### config.mk
export PLATFORM = sky130hd
export DESIGN_NAME = ncrm_front_flat
export DESIGN_NICKNAME = d
export VERILOG_FILES = /design/src/hw/rtl/ncrm_pkg.sv /design/src/hw/rtl/ncrm_ifs.sv /design/src/hw/rtl/ncrm_front.sv /design/src/flat_wrapper.sv
export SDC_FILE = /design/constraint.sdc
export NUM_CORES = 1
export LEC_CHECK = 0
export ABC_AREA = 0
export BUFFER_PORTS_ARGS = -buffer_cell sky130_fd_sc_hd__buf_2
export CAP_MARGIN = 20
export CORE_MARGIN = 2
export CORE_UTILIZATION = 50
export DETAILED_ROUTE_END_ITERATION = 8
export GPL_ROUTABILITY_DRIVEN = 0
export PLACE_DENSITY = 0.75
export SETUP_SLACK_MARGIN = 0.15
export SLEW_MARGIN = 0
export SYNTH_ARGS = -nofsm -noshare
export SYNTH_HDL_FRONTEND = slang
export SYNTH_SLANG_ARGS = --single-unit
export TNS_END_PERCENT = 20
### constraint.sdc
create_clock -name clk -period 4.8 [get_ports clk]
set_input_delay 0.96 -clock clk [delete_from_list [all_inputs] [get_ports clk]]
set_output_delay 0.96 -clock clk [all_outputs]
set_load 0.01 [all_outputs]
### src/hw/rtl/ncrm_pkg.sv
`timescale 1ns / 1ps
// ----------------------------------------------------------------------------
// ncrm_pkg
// Shared widths, types and helpers for the crop-and-resize mapper.
// ----------------------------------------------------------------------------
package ncrm_pkg;

    localparam int BYTES_PER_PIXEL = 3;
    localparam int MAX_DIM         = 4096;

    localparam int REG_W    = 13;                        // config data width
    localparam int IDX_W    = 3;                         // config index width
    localparam int POS_W    = 12;                        // destination coordinate
    localparam int COORD_W  = 12;                        // source coordinate field
    localparam int OFF_W    = 26;                        // byte offset field
    localparam int DIM_W    = $clog2(MAX_DIM + 1);       // effective size
    localparam int NUM_W    = POS_W + DIM_W;             // dividend / quotient
    localparam int PROD_W   = COORD_W + DIM_W;           // row times width
    localparam int FIFO_DEPTH = 4;

    typedef enum logic [IDX_W-1:0] {
        REG_SOURCE_WIDTH  = 3'd0,
        REG_SOURCE_HEIGHT = 3'd1,
        REG_TARGET_WIDTH  = 3'd2,
        REG_TARGET_HEIGHT = 3'd3,
        REG_CROP_LEFT     = 3'd4,
        REG_CROP_TOP      = 3'd5,
        REG_CROP_SPAN_X   = 3'd6,
        REG_CROP_SPAN_Y   = 3'd7
    } ncrm_reg_idx_t;

    // Effective (saturated) configuration as used by the datapath
    typedef struct packed {
        logic [DIM_W-1:0]        src_w;
        logic [DIM_W-1:0]        src_h;
        logic [DIM_W-1:0]        tgt_w;
        logic [DIM_W-1:0]        tgt_h;
        logic signed [REG_W-1:0] crop_left;
        logic signed [REG_W-1:0] crop_top;
        logic [DIM_W-1:0]        span_x;
        logic [DIM_W-1:0]        span_y;
    } ncrm_cfg_t;

    // Queue entry between front and back
    typedef struct packed {
        logic [NUM_W-1:0] num_x;
        logic [NUM_W-1:0] num_y;
        logic [OFF_W-1:0] dst_off;
    } ncrm_item_t;

    typedef struct packed {
        logic full;
        logic empty;
    } ncrm_fifo_stat_t;

    // Restoring divider state: partial remainder and dividend/quotient shifter
    typedef struct packed {
        logic [DIM_W-1:0] rem;
        logic [NUM_W-1:0] nq;
    } ncrm_div_t;

    function automatic logic [DIM_W-1:0] eff_size(input logic [REG_W-1:0] v);
        logic [DIM_W-1:0] r;
        if (v == '0)
            r = DIM_W'(1);
        else if (REG_W'(v) > REG_W'(MAX_DIM))
            r = DIM_W'(MAX_DIM);
        else
            r = DIM_W'(v);
        return r;
    endfunction

    // One quotient bit per call
    function automatic ncrm_div_t div_step(input ncrm_div_t s, input logic [DIM_W-1:0] d);
        logic [DIM_W:0] t;
        logic           ge;
        ncrm_div_t      r;
        t  = {s.rem, s.nq[NUM_W-1]};
        ge = (t >= {1'b0, d});
        r.rem = ge ? DIM_W'(t - {1'b0, d}) : DIM_W'(t);
        r.nq  = {s.nq[NUM_W-2:0], ge};
        return r;
    endfunction

endpackage

### src/hw/rtl/ncrm_ifs.sv
`timescale 1ns / 1ps
// ----------------------------------------------------------------------------
// ncrm_ifs
// Valid/ready channels of the mapper: pixel request in, mapping out, config.
// ----------------------------------------------------------------------------
interface ncrm_pix_in_if;
    logic                        valid;
    logic                        ready;
    logic [ncrm_pkg::POS_W-1:0]  out_col;
    logic [ncrm_pkg::POS_W-1:0]  out_row;

    modport source (output valid, output out_col, output out_row, input ready);
    modport sink   (input valid, input out_col, input out_row, output ready);
endinterface


### src/hw/rtl/ncrm_front.sv
`timescale 1ns / 1ps
// ----------------------------------------------------------------------------
// ncrm_front
// Takes pixel requests, forms the dividends and the destination offset.
// ----------------------------------------------------------------------------
module ncrm_front (
    input  logic                     clk,
    input  logic                     rst_n,
    ncrm_pix_in_if.sink              pix_in,
    input  ncrm_pkg::ncrm_cfg_t      cfg_q,
    input  ncrm_pkg::ncrm_fifo_stat_t fifo_stat,
    output logic                     push,
    output ncrm_pkg::ncrm_item_t     push_item
);

    logic                          s1_vld_reg;
    logic                          s1_vld_next;
    logic [ncrm_pkg::NUM_W-1:0]    num_x_reg;
    logic [ncrm_pkg::NUM_W-1:0]    num_y_reg;
    logic [ncrm_pkg::PROD_W-1:0]   row_prod_reg;
    logic [ncrm_pkg::POS_W-1:0]    col_reg;
    logic                          take;
    logic [ncrm_pkg::OFF_W-1:0]    dst_sum;

    assign pix_in.ready = !s1_vld_reg || !fifo_stat.full;
    assign take         = pix_in.valid && pix_in.ready;
    assign push         = s1_vld_reg && !fifo_stat.full;

    // Offsets wrap at the field width
    assign dst_sum = ncrm_pkg::OFF_W'(row_prod_reg) + ncrm_pkg::OFF_W'(col_reg);
    assign push_item.num_x   = num_x_reg;
    assign push_item.num_y   = num_y_reg;
    assign push_item.dst_off = ncrm_pkg::OFF_W'(dst_sum * ncrm_pkg::BYTES_PER_PIXEL);

    always_comb
    begin
        s1_vld_next = s1_vld_reg;
        if (take)
            s1_vld_next = 1'b1;
        else if (push)
            s1_vld_next = 1'b0;
    end

    always_ff @(posedge clk or negedge rst_n)
    begin
        if (!rst_n)
            s1_vld_reg <= 1'b0;
        else
            s1_vld_reg <= s1_vld_next;
    end

    always_ff @(posedge clk)
    begin
        if (take)
        begin
            num_x_reg    <= ncrm_pkg::NUM_W'(pix_in.out_col)
                            * ncrm_pkg::NUM_W'(cfg_q.span_x);
            num_y_reg    <= ncrm_pkg::NUM_W'(pix_in.out_row)
                            * ncrm_pkg::NUM_W'(cfg_q.span_y);
            row_prod_reg <= ncrm_pkg::PROD_W'(pix_in.out_row)
                            * ncrm_pkg::PROD_W'(cfg_q.tgt_w);
            col_reg      <= pix_in.out_col;
        end
    end

    // A held request must not be overwritten before it reaches the queue
    a_hold: assert property (@(posedge clk) disable iff (!rst_n)
        s1_vld_reg && !push |=> s1_vld_reg && $stable(num_x_reg) && $stable(col_reg))
        else $error("front stage lost a request");

endmodule

### src/flat_wrapper.sv
// flat-port wrapper written by rule: the top's interface ports become plain ports
module ncrm_front_flat 
  (clk, rst_n, cfg_q, fifo_stat, push, push_item, pix_in_valid, pix_in_out_col, pix_in_out_row, pix_in_ready);
  ncrm_pix_in_if pix_in_i ();
  input  logic clk;
  input  logic rst_n;
  input  ncrm_pkg::ncrm_cfg_t cfg_q;
  input  ncrm_pkg::ncrm_fifo_stat_t fifo_stat;
  output logic push;
  output ncrm_pkg::ncrm_item_t push_item;
  input wire logic [$bits(pix_in_i.valid)-1:0] pix_in_valid;
  input wire logic [$bits(pix_in_i.out_col)-1:0] pix_in_out_col;
  input wire logic [$bits(pix_in_i.out_row)-1:0] pix_in_out_row;
  output wire logic [$bits(pix_in_i.ready)-1:0] pix_in_ready;
  assign pix_in_i.valid = pix_in_valid;
  assign pix_in_i.out_col = pix_in_out_col;
  assign pix_in_i.out_row = pix_in_out_row;
  assign pix_in_ready = pix_in_i.ready;
  ncrm_front u_core (.clk(clk), .rst_n(rst_n), .pix_in(pix_in_i), .cfg_q(cfg_q), .fifo_stat(fifo_stat), .push(push), .push_item(push_item));
endmodule
---- Word-level counts from Yosys, hierarchy flattened ----
Cells that the tools add are included.
word-level totals
  output and inout port bits .............. 78
  latch bits .............................. 0
  ROM bits ................................ 0
  memories ................................ 0
  RAM bits ................................ 0
  bits in registers ....................... 88
  logic and storage cells ................. 18
  bits of input ports ..................... 133
operators by class
  reductions and logical operators ........ 6
  bitwise operators ....................... 0
  shifts and indexed selects .............. 0
  $mul .................................... 4
  equality and inequality tests ........... 0
  order comparisons ....................... 0
  mux-type cells .......................... 2
  divide/modulo/power cells ............... 0
  add/subtract/negate cells ............... 1
operator list
  operator               number
  $mul 12x13->25         3
  $add 25x12->26         1
  $mul 26x2->26 const B  1
  $logic_and 1x1->1      2
  $logic_not 1->1        2
  $mux 1                 2
  $reduce_bool 2->1      1
  $logic_or 1x1->1       1

---- Longest topological paths before layout ----
Gate-level depths: netlist of the first run.
  depth in word-level cells ............... 4
  mapped depth ............................ 21
  gate-level depth less buffers ........... 20

---- Worst setup path before layout of the first run ----
OpenSTA, ideal clock, no wires.
  path type ............................... input -> register
  start point ............................. input port pix_in_out_col[3]
  end point ............................... register u_core.num_x_reg[24] in the netlist's numbering, data pin
  data arrival time ....................... 5.632 ns
  setup slack ............................. -1.097 ns
  buffers on the path ..................... 1
  required time ........................... 4.536 ns
  stages on the path ...................... 19
  library setup time ...................... 0.264 ns
  cell sequence ........................... clkbuf_1 -> nand2_1 -> fa_1 -> inv_1 -> fa_1 -> inv_1 -> fa_1 -> fa_1 -> fa_1 -> inv_1 -> ha_1 -> a21oi_2 -> nor2b_1 -> or3_1 -> o31ai_2 -> a211oi_1 -> a41o_1 -> o41ai_2 -> xnor2_1
between the ends
  longest elaborated chain between the ends .. 1
ends and longest elaborated chain
  what                  line                text
  start, declared       flat_wrapper.sv:12  input wire logic [$bits(pix_in_i.out_col)-1:0] pix_in_out_col;
  $mul 12x13->25        ncrm_front.sv:57    * ncrm_pkg::NUM_W'(cfg_q.span_x);
  end signal, assigned  ncrm_front.sv:56    num_x_reg <= ncrm_pkg::NUM_W'(pix_in.out_col)
  end, declared         ncrm_front.sv:18    logic [ncrm_pkg::NUM_W-1:0] num_x_reg;
Every way passes these cells.
A chain may end at the register's enable or synchronous reset.

---- Final worst setup path of the first run ----
  start point ............................. input port cfg_q[3] in the netlist's numbering
  end point ............................... register u_core.num_y_reg[23] in the netlist's numbering, data pin
between the ends
  longest elaborated chain between the ends .. 1
ends and longest elaborated chain
  what                  line               text
  start, declared       flat_wrapper.sv:7  input ncrm_pkg::ncrm_cfg_t cfg_q;
  $mul 12x13->25        ncrm_front.sv:59   * ncrm_pkg::NUM_W'(cfg_q.span_y);
  end signal, assigned  ncrm_front.sv:58   num_y_reg <= ncrm_pkg::NUM_W'(pix_in.out_row)
  end, declared         ncrm_front.sv:19   logic [ncrm_pkg::NUM_W-1:0] num_y_reg;
Every way passes these cells.

==> results.toml, run 1 <==
[status]
run_status = "finished with violations"
failed_checks = "negative setup slack"

[logic_synthesis]
netlist_area_sq_um = 19600
yosysTopAreaCell = "fa_1"
synth_top_cell_area_share = 0.339
yosys_register_bits = 88
syn_area_per_cell_sq_um = 9.09
synth.area.top_cells = "fa_1, ha_1, edfxtp_1"
ys_types = 59
synth.net_count = 2845
synth-edff-count = 87
ys_seq_area_frac = 0.135
async_flop_share = 0.0114
netlist_instances = 2155
yosysWarnings = 0
ys.flop_type = "edfxtp_1"

[floorplan]
dieHeight_um = 202
fp-row-count = 72
core_sq_um = 38600
initial_core_util = 0.507
die_x_um = 202
die_area_sq_um = 40800
boundaryPins = 211

[setup_path]
path_cells = "buf_4, and2_4, fa_1, fa_1, fa_1, fa_1, inv_1, fa_1, inv_2, ha_4, and3_4, nand3_4, or3_4, a311oi_4, a211o_1, a21oi_2, xnor2_1"
cp_top_family = "adder cells"
r2r-start = "u_core.s1_vld_reg"
critical_path.startpoint = "cfg_q[3]"
cp_slowest_cell = "fa_1"
end_kind = "flip-flop"
cp-start-kind = "primary input"
worstPathArrival_ns = 5.67
critPathKind = "in2reg"
crit_top_cell = "fa_1"
critPathRequiredTime_ns = 4.95
cpPeakStageDelay_ns = 0.60
critPathBufInv = 3
crit_fanout = 6

[clocking]
cts_buffer_depth = 2
clk_pin_slew_ns = 0.07
cts_root_buffer = "clkbuf_16"
htreeDepth = 3
clock_sinks = 88
cts_tree = "done"
cts-buffers-inserted = 9
insertion_delay_ns = 0.39

[timing]
finalCritPeriodShare = 1.15
maxSlewHeadroom = 0.415
drv_slew = 0
finClkSkew_ns = 0.00818
setup_tns_ns = -17.47
max_slew.worst_pin.slew_ns = 0.878
rsz0062_at_grt = "yes"
setup_slack_ns = -0.722
whs_ns = 0.328
hold_violations = 0
period_minus_slack_ns = 5.52
final-setup-viol-count = 49
fmax_ghz = 0.181

[grt]
overflow = 0
track_usage = 0.242
grt_max_degree = 67
grt_pass1_wl_um = 80500
grt_pass1_vias = 17500
antenna_found_initial = 4

[drt]
firstDrtPassIters = 5
drc_errors = 0
postRouteAntennaNets = 0
wire_per_inst_um = 15.2
via_count = 15900
drtIter0Drc = 729
routed_via_density = 5.09
wl_um = 47400

[cells_and_area]
area_delta_synth_final_pct = 28.9
drive_above_1_share = 0.290
final_nets = 3289
finalCoreUtilization = 0.653
fin_cells = 3126

[placed_design]
hpwl_um = 38900
dp_cells = 3061
dp_slack_ns = -1.28
io_buffers = 144

[hold_path]
hold_class = "in2async"

[job]
max-cap-violations = 0

[power]
powerDensity_nw_per_um2 = 818
p_leak_nw = 12.8
vdd_drop_max_v = 0.00137
## cells in the final DEF, fill, tap and decap left out, types with 8 or more instances in the layout
cell type / Yosys / layout
inv_1: 453 / 423
buf_4: 0 / 346
fa_1: 332 / 319
nand2_1: 323 / 301
ha_1: 225 / 192
and2_1: 190 / 167
buf_2: 0 / 104
edfxtp_1: 87 / 87
xnor2_1: 80 / 75
nor2_1: 68 / 60
a21oi_1: 63 / 33
a21o_1: 31 / 31
buf_6: 0 / 31
a21oi_2: 2 / 30
inv_2: 0 / 30
ha_4: 0 / 26
and2_4: 0 / 23
nand2_2: 0 / 17
o21ai_0: 39 / 17
o21ai_1: 2 / 16
buf_12: 0 / 16
xor2_1: 15 / 15
nand3_1: 18 / 14
fa_2: 0 / 13
o21a_1: 12 / 12
nor3_1: 20 / 12
o21ai_2: 1 / 9
nand2b_1: 9 / 9
clkbuf_16: 0 / 9
and3_1: 11 / 8
o21bai_1: 10 / 8
a211oi_2: 1 / 8
buf_8: 0 / 8
## logic make-up after synthesis
family / Yosys count / share of synthesized area
flip-flops: 88 / 0.135
multiplexers: 1 / 0.000511
adder cells (fa/ha/maj): 557 / 0.483
buffers and inverters: 529 / 0.101
AO/OA/AOI/OAI: 215 / 0.0746
XOR/XNOR: 95 / 0.0425
AND/OR/NAND/NOR: 670 / 0.163
## power breakdown
group	internal (W)	switching [W]	total [W]	leakage (nW)
Combinational	0.00930	0.00891	0.0182	11.8
Clock	0.000368	0.000389	0.000757	0.141
Sequential	0.00160	0.000101	0.00170	0.843
Total	0.0113	0.00940	0.0207	12.8
## repair_timing
action / in CTS / in global routing
hold buffers: 0 / 0
endpoints found under the setup margin: 60 / 60
gates resized for setup: 230 / 85
pin swaps: 132 / 68
buffers inserted: 27 / 16
gates cloned: 2 / 0
## metrics by stage
step	total power, W	instance area, sq um
2_1_floorplan	0.0119	20100
3_3_place_gp	0.0170	23400
3_5_place_dp	0.0176	23400
4_1_cts	0.0199	24800
5_1_grt	0.0226	25200
6_report	0.0207	25200
## Yosys cell counts, types with 3 or more instances
cell / number
o41ai_2: 3
or4_1: 3
nand3_1: 18
ha_1: 225
a211oi_1: 13
nor2_1: 68
xor2_1: 15
nor2b_1: 10
or3_1: 5
clkbuf_1: 76
a21oi_1: 63
and3_1: 11
and2_1: 190
nand2b_1: 9
nand4_1: 3
o31a_1: 3
edfxtp_1: 87
a211o_1: 5
a21o_1: 31
o21ai_0: 39
a31oi_1: 5
fa_1: 332
nor3_1: 20
o21a_1: 12
nand2_1: 323
a21boi_0: 3
inv_1: 453
o31ai_1: 3
o21bai_1: 10
xnor2_1: 80
## layer usage
| metal | vias to the layer above | global-route usage | routed length (um) |
|---|---|---|---|
| li1 | 7543 | - | - |
| met4 | 0 | 0.105 | 1700 |
| met5 | - | 0 | 0 |
| met2 | 416 | 0.430 | 24200 |
| met1 | 7839 | 0.291 | 19200 |
| met3 | 126 | 0.0382 | 2210 |
## area by class of cell
| type | instances | area, sq um |
|---|---|---|
| flip-flops and latches | 88 | 2640 |
| repair buffers | 509 | 3980 |
| inverters | 453 | 1700 |
| well taps | 518 | 648 |
| multi-input cells | 1538 | 16000 |
| diodes | 4 | 10.0 |
| fillers | 2831 | 13400 |
| clock buffers | 9 | 225 |
| clock inverters | 7 | 73.8 |
## path summary, 6_finish.rpt
path | end | slack [ns] | cells after the start
max | u_core.num_y_reg[23] | -0.72 | 17
min | u_core.s1_vld_reg | 0.33 | 1
max reg2reg | u_core.num_x_reg[23] | 2.82 | 3
min reg2reg | u_core.s1_vld_reg | 0.53 | 2
max in group asynchronous | u_core.s1_vld_reg | 4.39 | 1
min in group clk | u_core.s1_vld_reg | 0.53 | 2
## worst register-to-register path, delay by kind of cell (launching register included)
family,cells,cell delay [ns]
AND/OR/NAND/NOR,2,0.82
buffers and inverters,1,0.45
flip-flops,1,0.37
Note: power is estimated with default switching activity, not from simulation.
==> inputs of run 2 (changes only) <==
- ABC_AREA: 0 -> unset
- CORE_UTILIZATION: 50 -> 41
- PLACE_DENSITY: 0.75 -> 0.64
==> results.toml, run 2 (synthesized netlist as in run 1, its figures left out) <==
[grt]
overflow = 0
grt_max_degree = 71
grt_pass1_vias = 17200
antenna_found_initial = 1
grt_pass1_wl_um = 80000
track_usage = 0.198

[setup_path]
path_cells = "buf_12, and2_4, fa_1, fa_2, fa_1, fa_1, inv_1, fa_1, inv_2, ha_4, and3_4, nand3_4, or3_4, a311oi_4, a211o_1, a21oi_2, xnor2_1"
end_kind = "flip-flop"
crit_top_cell = "fa_1"
worstPathArrival_ns = 5.56
crit_fanout = 5
critPathBufInv = 3
critPathKind = "in2reg"
critPathRequiredTime_ns = 4.94
cp_slowest_cell = "fa_2"
cp_top_family = "adder cells"
cp-start-kind = "primary input"
cpPeakStageDelay_ns = 0.62

[cells_and_area]
final_cell_mix = "inv_1, buf_4, fa_1"
fin_area_sq_um = 25700
n_fill_cell = 4212
fin_cells = 3258
antenna_cells = 0
final_nets = 3328
area_delta_synth_final_pct = 31.5
final_common_cell = "inv_1"
drive_above_1_share = 0.305

[drt]
drc_errors = 0
firstDrtPassIters = 5
via_count = 15800
wl_um = 47300
wire_per_inst_um = 14.5
postRouteAntennaNets = 0
routed_via_density = 4.84
drtIter0Drc = 663

[timing]
setup_tns_ns = -17.11
fmax_ghz = 0.184
final-setup-viol-count = 50
setup_slack_ns = -0.621
finClkSkew_ns = 0.0139
period_minus_slack_ns = 5.42
maxSlewHeadroom = 0.315
finalCritPeriodShare = 1.13
rsz0062_at_grt = "yes"
max_slew.worst_pin.slew_ns = 1.03
drv_slew = 0
hold_violations = 0

[clocking]
cts_tree = "done"
insertion_delay_ns = 0.38
cts_buffer_depth = 2
clk_pin_slew_ns = 0.07
clock_sinks = 88
postCtsHoldBufs = 0
htreeDepth = 3
cts_root_buffer = "clkbuf_16"
cts-buffers-inserted = 9

[job]
max-cap-violations = 0

[hold_path]
hold_class = "in2async"

[placed_design]
place_area_sq_um = 23900
dp_slack_ns = -1.30
dp_cells = 3203
io_buffers = 144
hpwl_um = 40200

[power]
p_leak_nw = 13.0
vdd_drop_max_v = 0.00101
powerDensity_nw_per_um2 = 816

[status]
run_status = "finished with violations"
failed_checks = "negative setup slack"

[floorplan]
core_sq_um = 47400
fp-row-count = 80
dieHeight_um = 223
boundaryPins = 211
initial_core_util = 0.413
die_area_sq_um = 49500
die_x_um = 223
-- run 2: worst paths after layout --
check	from	end	slack, ns	cells after the start
worst max-delay path	pix_in_out_row[8]	u_core.num_y_reg[21]	-0.62	17
min in group clk	u_core.s1_vld_reg	u_core.s1_vld_reg	0.55	2
worst min register to register	u_core.s1_vld_reg	u_core.s1_vld_reg	0.55	2
max in group asynchronous	rst_n	u_core.s1_vld_reg	4.38	1
worst min-delay path	rst_n	u_core.s1_vld_reg	0.33	1
worst max register to register	u_core.s1_vld_reg	u_core.num_x_reg[14]	2.76	3
-- run 2: cell type report --
type / count / area (sq um) / area share
clock inverter: 6 / 48.8 / 0.00190
clock buffer: 10 / 229 / 0.00889
multi-input combinational: 1538 / 16100 / 0.625
timing repair buffer: 548 / 4280 / 0.166
sequential: 88 / 2640 / 0.102
tap: 615 / 769 / 0.0299
inverter: 453 / 1700 / 0.0660
-- run 2: where the power goes --
group / internal (W) / switching, W
registers: 0.00160 / 0.000105
logic: 0.00972 / 0.00887
clock network: 0.000359 / 0.000359
total: 0.0117 / 0.00934
-- run 2: what timing repair did --
item                       4_1_cts  5_1_grt
hold endpoints to repair         0        0
setup endpoints to repair       59       60
buffers inserted                32        6
gates cloned                     0        1
gates resized for setup        256       83
pin swaps                      146       70
-- run 2: metal layers --
layer  track usage  wire length [um]
met2         0.358             24600
met4        0.0611              1130
met1         0.243             19900
met3        0.0286              1630
met5             0                11
-- run 2: through the flow --
stage | total power (W) | utilization | hold WS (ns)
after floorplan | 0.0119 | - | 0.539
after global placement | 0.0177 | 0.504 | 0.497
after detailed placement | 0.0181 | 0.504 | 0.529
after CTS | 0.0204 | 0.534 | 0.315
after global routing | 0.0231 | 0.543 | 0.322
final | 0.0210 | 0.543 | 0.334
-- run 2: worst register-to-register path: stages (launching register included) --
cell and delay (ns):
dfrtp_1 0.38, nand2_1 0.10, and2_4 0.81, buf_4 0.44
==> inputs of run 3 (changes only) <==
- ABC_AREA: unset -> 1
==> results.toml, run 3 <==
[status]
run_status = "finished with violations"
failed_checks = "negative setup slack"

[logic_synthesis]
synth.area.top_cells = "fa_1, nand2_1, ha_1"
yosys_register_bits = 88
netlist_instances = 2745
netlist_area_sq_um = 21100
yosysWarnings = 0
synth.net_count = 3435
async_flop_share = 0.0114
synth-edff-count = 87
ys.flop_type = "edfxtp_1"
synth_most_common_cell = "nand2_1"
syn_area_per_cell_sq_um = 7.68
synth_top_cell_area_share = 0.315
ys_types = 39
yosysTopAreaCell = "fa_1"
netlist_top_cells_count = "nand2_1, inv_1, fa_1"
ys_seq_area_frac = 0.125

[clocking]
clk_pin_slew_ns = 0.08
clock_sinks = 88
insertion_delay_ns = 0.39
cts-buffers-inserted = 9
cts_tree = "done"
cts_buffer_depth = 2
cts_root_buffer = "clkbuf_16"
htreeDepth = 3

[timing]
fmax_ghz = 0.203
final-setup-viol-count = 29
maxSlewHeadroom = 0.517
max_slew.worst_pin.slew_ns = 0.723
rsz0062_at_grt = "yes"
hold_violations = 0
setup_slack_ns = -0.121
period_minus_slack_ns = 4.92
drv_slew = 0
finClkSkew_ns = 0.0182
whs_ns = 0.329
finalCritPeriodShare = 1.03

[setup_path]
crit_fanout = 6
worstPathArrival_ns = 5.05
critPathKind = "in2reg"
critPathRequiredTime_ns = 4.93
cpPeakStageDelay_ns = 0.55
path_cells = "buf_4, buf_12, nand2_2, fa_1, fa_1, inv_1, fa_1, fa_1, inv_2, fa_1, inv_2, ha_4, nand2_2, inv_1, nand2_2, nor3_2, buf_4, nand3_2, nand3_2, xor2_1"
end_kind = "flip-flop"
critPathBufInv = 7
cp_top_family = "adder cells"
crit_top_cell = "fa_1"
cp-start-kind = "primary input"
cp_slowest_cell = "fa_1"

[drt]
via_count = 17900
drtIter0Drc = 888
routed_via_density = 4.68
wire_per_inst_um = 14.1
postRouteAntennaNets = 0
drc_errors = 0
firstDrtPassIters = 5
wl_um = 53900

[floorplan]
fp-row-count = 83
initial_core_util = 0.413
die_area_sq_um = 53300
dieHeight_um = 231
core_sq_um = 51100
boundaryPins = 211
die_x_um = 231

[placed_design]
dp_slack_ns = -0.809
place_area_sq_um = 24700
io_buffers = 144
hpwl_um = 43800

[cells_and_area]
fin_area_sq_um = 27400
final_cell_mix = "nand2_1, inv_1, fa_1"
n_fill_cell = 4627
area_delta_synth_final_pct = 29.8
final_common_cell = "nand2_1"
drive_above_1_share = 0.262
final_nets = 3838

[job]
max-cap-violations = 0

[grt]
grt_pass1_vias = 18600
grt_max_degree = 68
track_usage = 0.209
grt_pass1_wl_um = 90500
overflow = 0
antenna_found_initial = 5

[hold_path]
hold_class = "in2async"
==> run 3: cell count changes after synthesis, sizes merged, moves of 37 or more <==
cell / change
nand2: +440
xnor2: -47
xor2: +37
nand3: +56
nor2: +59
and2: -186
inv: +271
==> run 3: routing by layer <==
| layer | track usage | wire, um | vias to the layer above |
|---|---|---|---|
| met2 | 0.363 | 26600 | 340 |
| met5 | 0 | 42 | - |
| met1 | 0.274 | 23700 | 8576 |
| met4 | 0.0550 | 1300 | 6 |
| met3 | 0.0279 | 2360 | 85 |
| li1 | - | - | 8930 |
==> run 3: worst paths after layout <==
kind	slack, ns	cells after the start	to	start
max in group asynchronous	4.39	1	u_core.s1_vld_reg	rst_n
min in group clk	0.59	2	u_core.s1_vld_reg	u_core.s1_vld_reg
setup / recovery	-0.12	20	u_core.num_y_reg[24]	cfg_q[9]
hold reg to reg	0.59	2	u_core.s1_vld_reg	u_core.s1_vld_reg
hold / removal	0.33	1	u_core.s1_vld_reg	rst_n
setup reg to reg	2.95	2	u_core.row_prod_reg[14]	u_core.s1_vld_reg
==> run 3: timing repair <==
item | 4_1_cts | 5_1_grt
gates resized for setup | 368 | 142
hold buffers | 0 | 0
buffers inserted | 21 | 10
pin swaps | 160 | 102
gates cloned | 6 | 1
endpoints found under the hold margin | 0 | 0
setup endpoints to repair | 60 | 65
==> run 3: area by class of cell <==
cell class                      instances  area (sq um)  area share
Clock inverter                          7          77.6     0.00283
Antenna cell                            2          5.00    0.000183
Timing Repair Buffer                  479          3920       0.143
Tap cell                              680           851      0.0311
Inverter                              724          2720      0.0993
Sequential cell                        88          2640      0.0964
Multi-Input combinational cell       1846         16900       0.619
Clock buffer                            9           225     0.00823
==> run 3: logic make-up after synthesis <==
| kind of cell | after synthesis | share of synthesized area |
|---|---|---|
| AO/OA/AOI/OAI | 187 | 0.0511 |
| adder cells (fa/ha/maj) | 557 | 0.449 |
| buffers and inverters | 811 | 0.144 |
| XOR/XNOR | 85 | 0.0353 |
| AND/OR/NAND/NOR | 1017 | 0.195 |
| flip-flops | 88 | 0.125 |
==> run 3: through the flow <==
step                      utilization  setup TNS, ns  instances
after CTS                       0.524         -0.867       3822
after global routing            0.536          -7.96       3833
final                           0.536          -1.71       3835
after floorplan                     -         -21.75       2745
after detailed placement        0.483         -31.38       3779
after global placement          0.483         -30.73       3779
Power of run 3 is left out: the tool's default activity adds up to more than one toggle a clock period on the data nets, which glitch-free logic cannot reach.
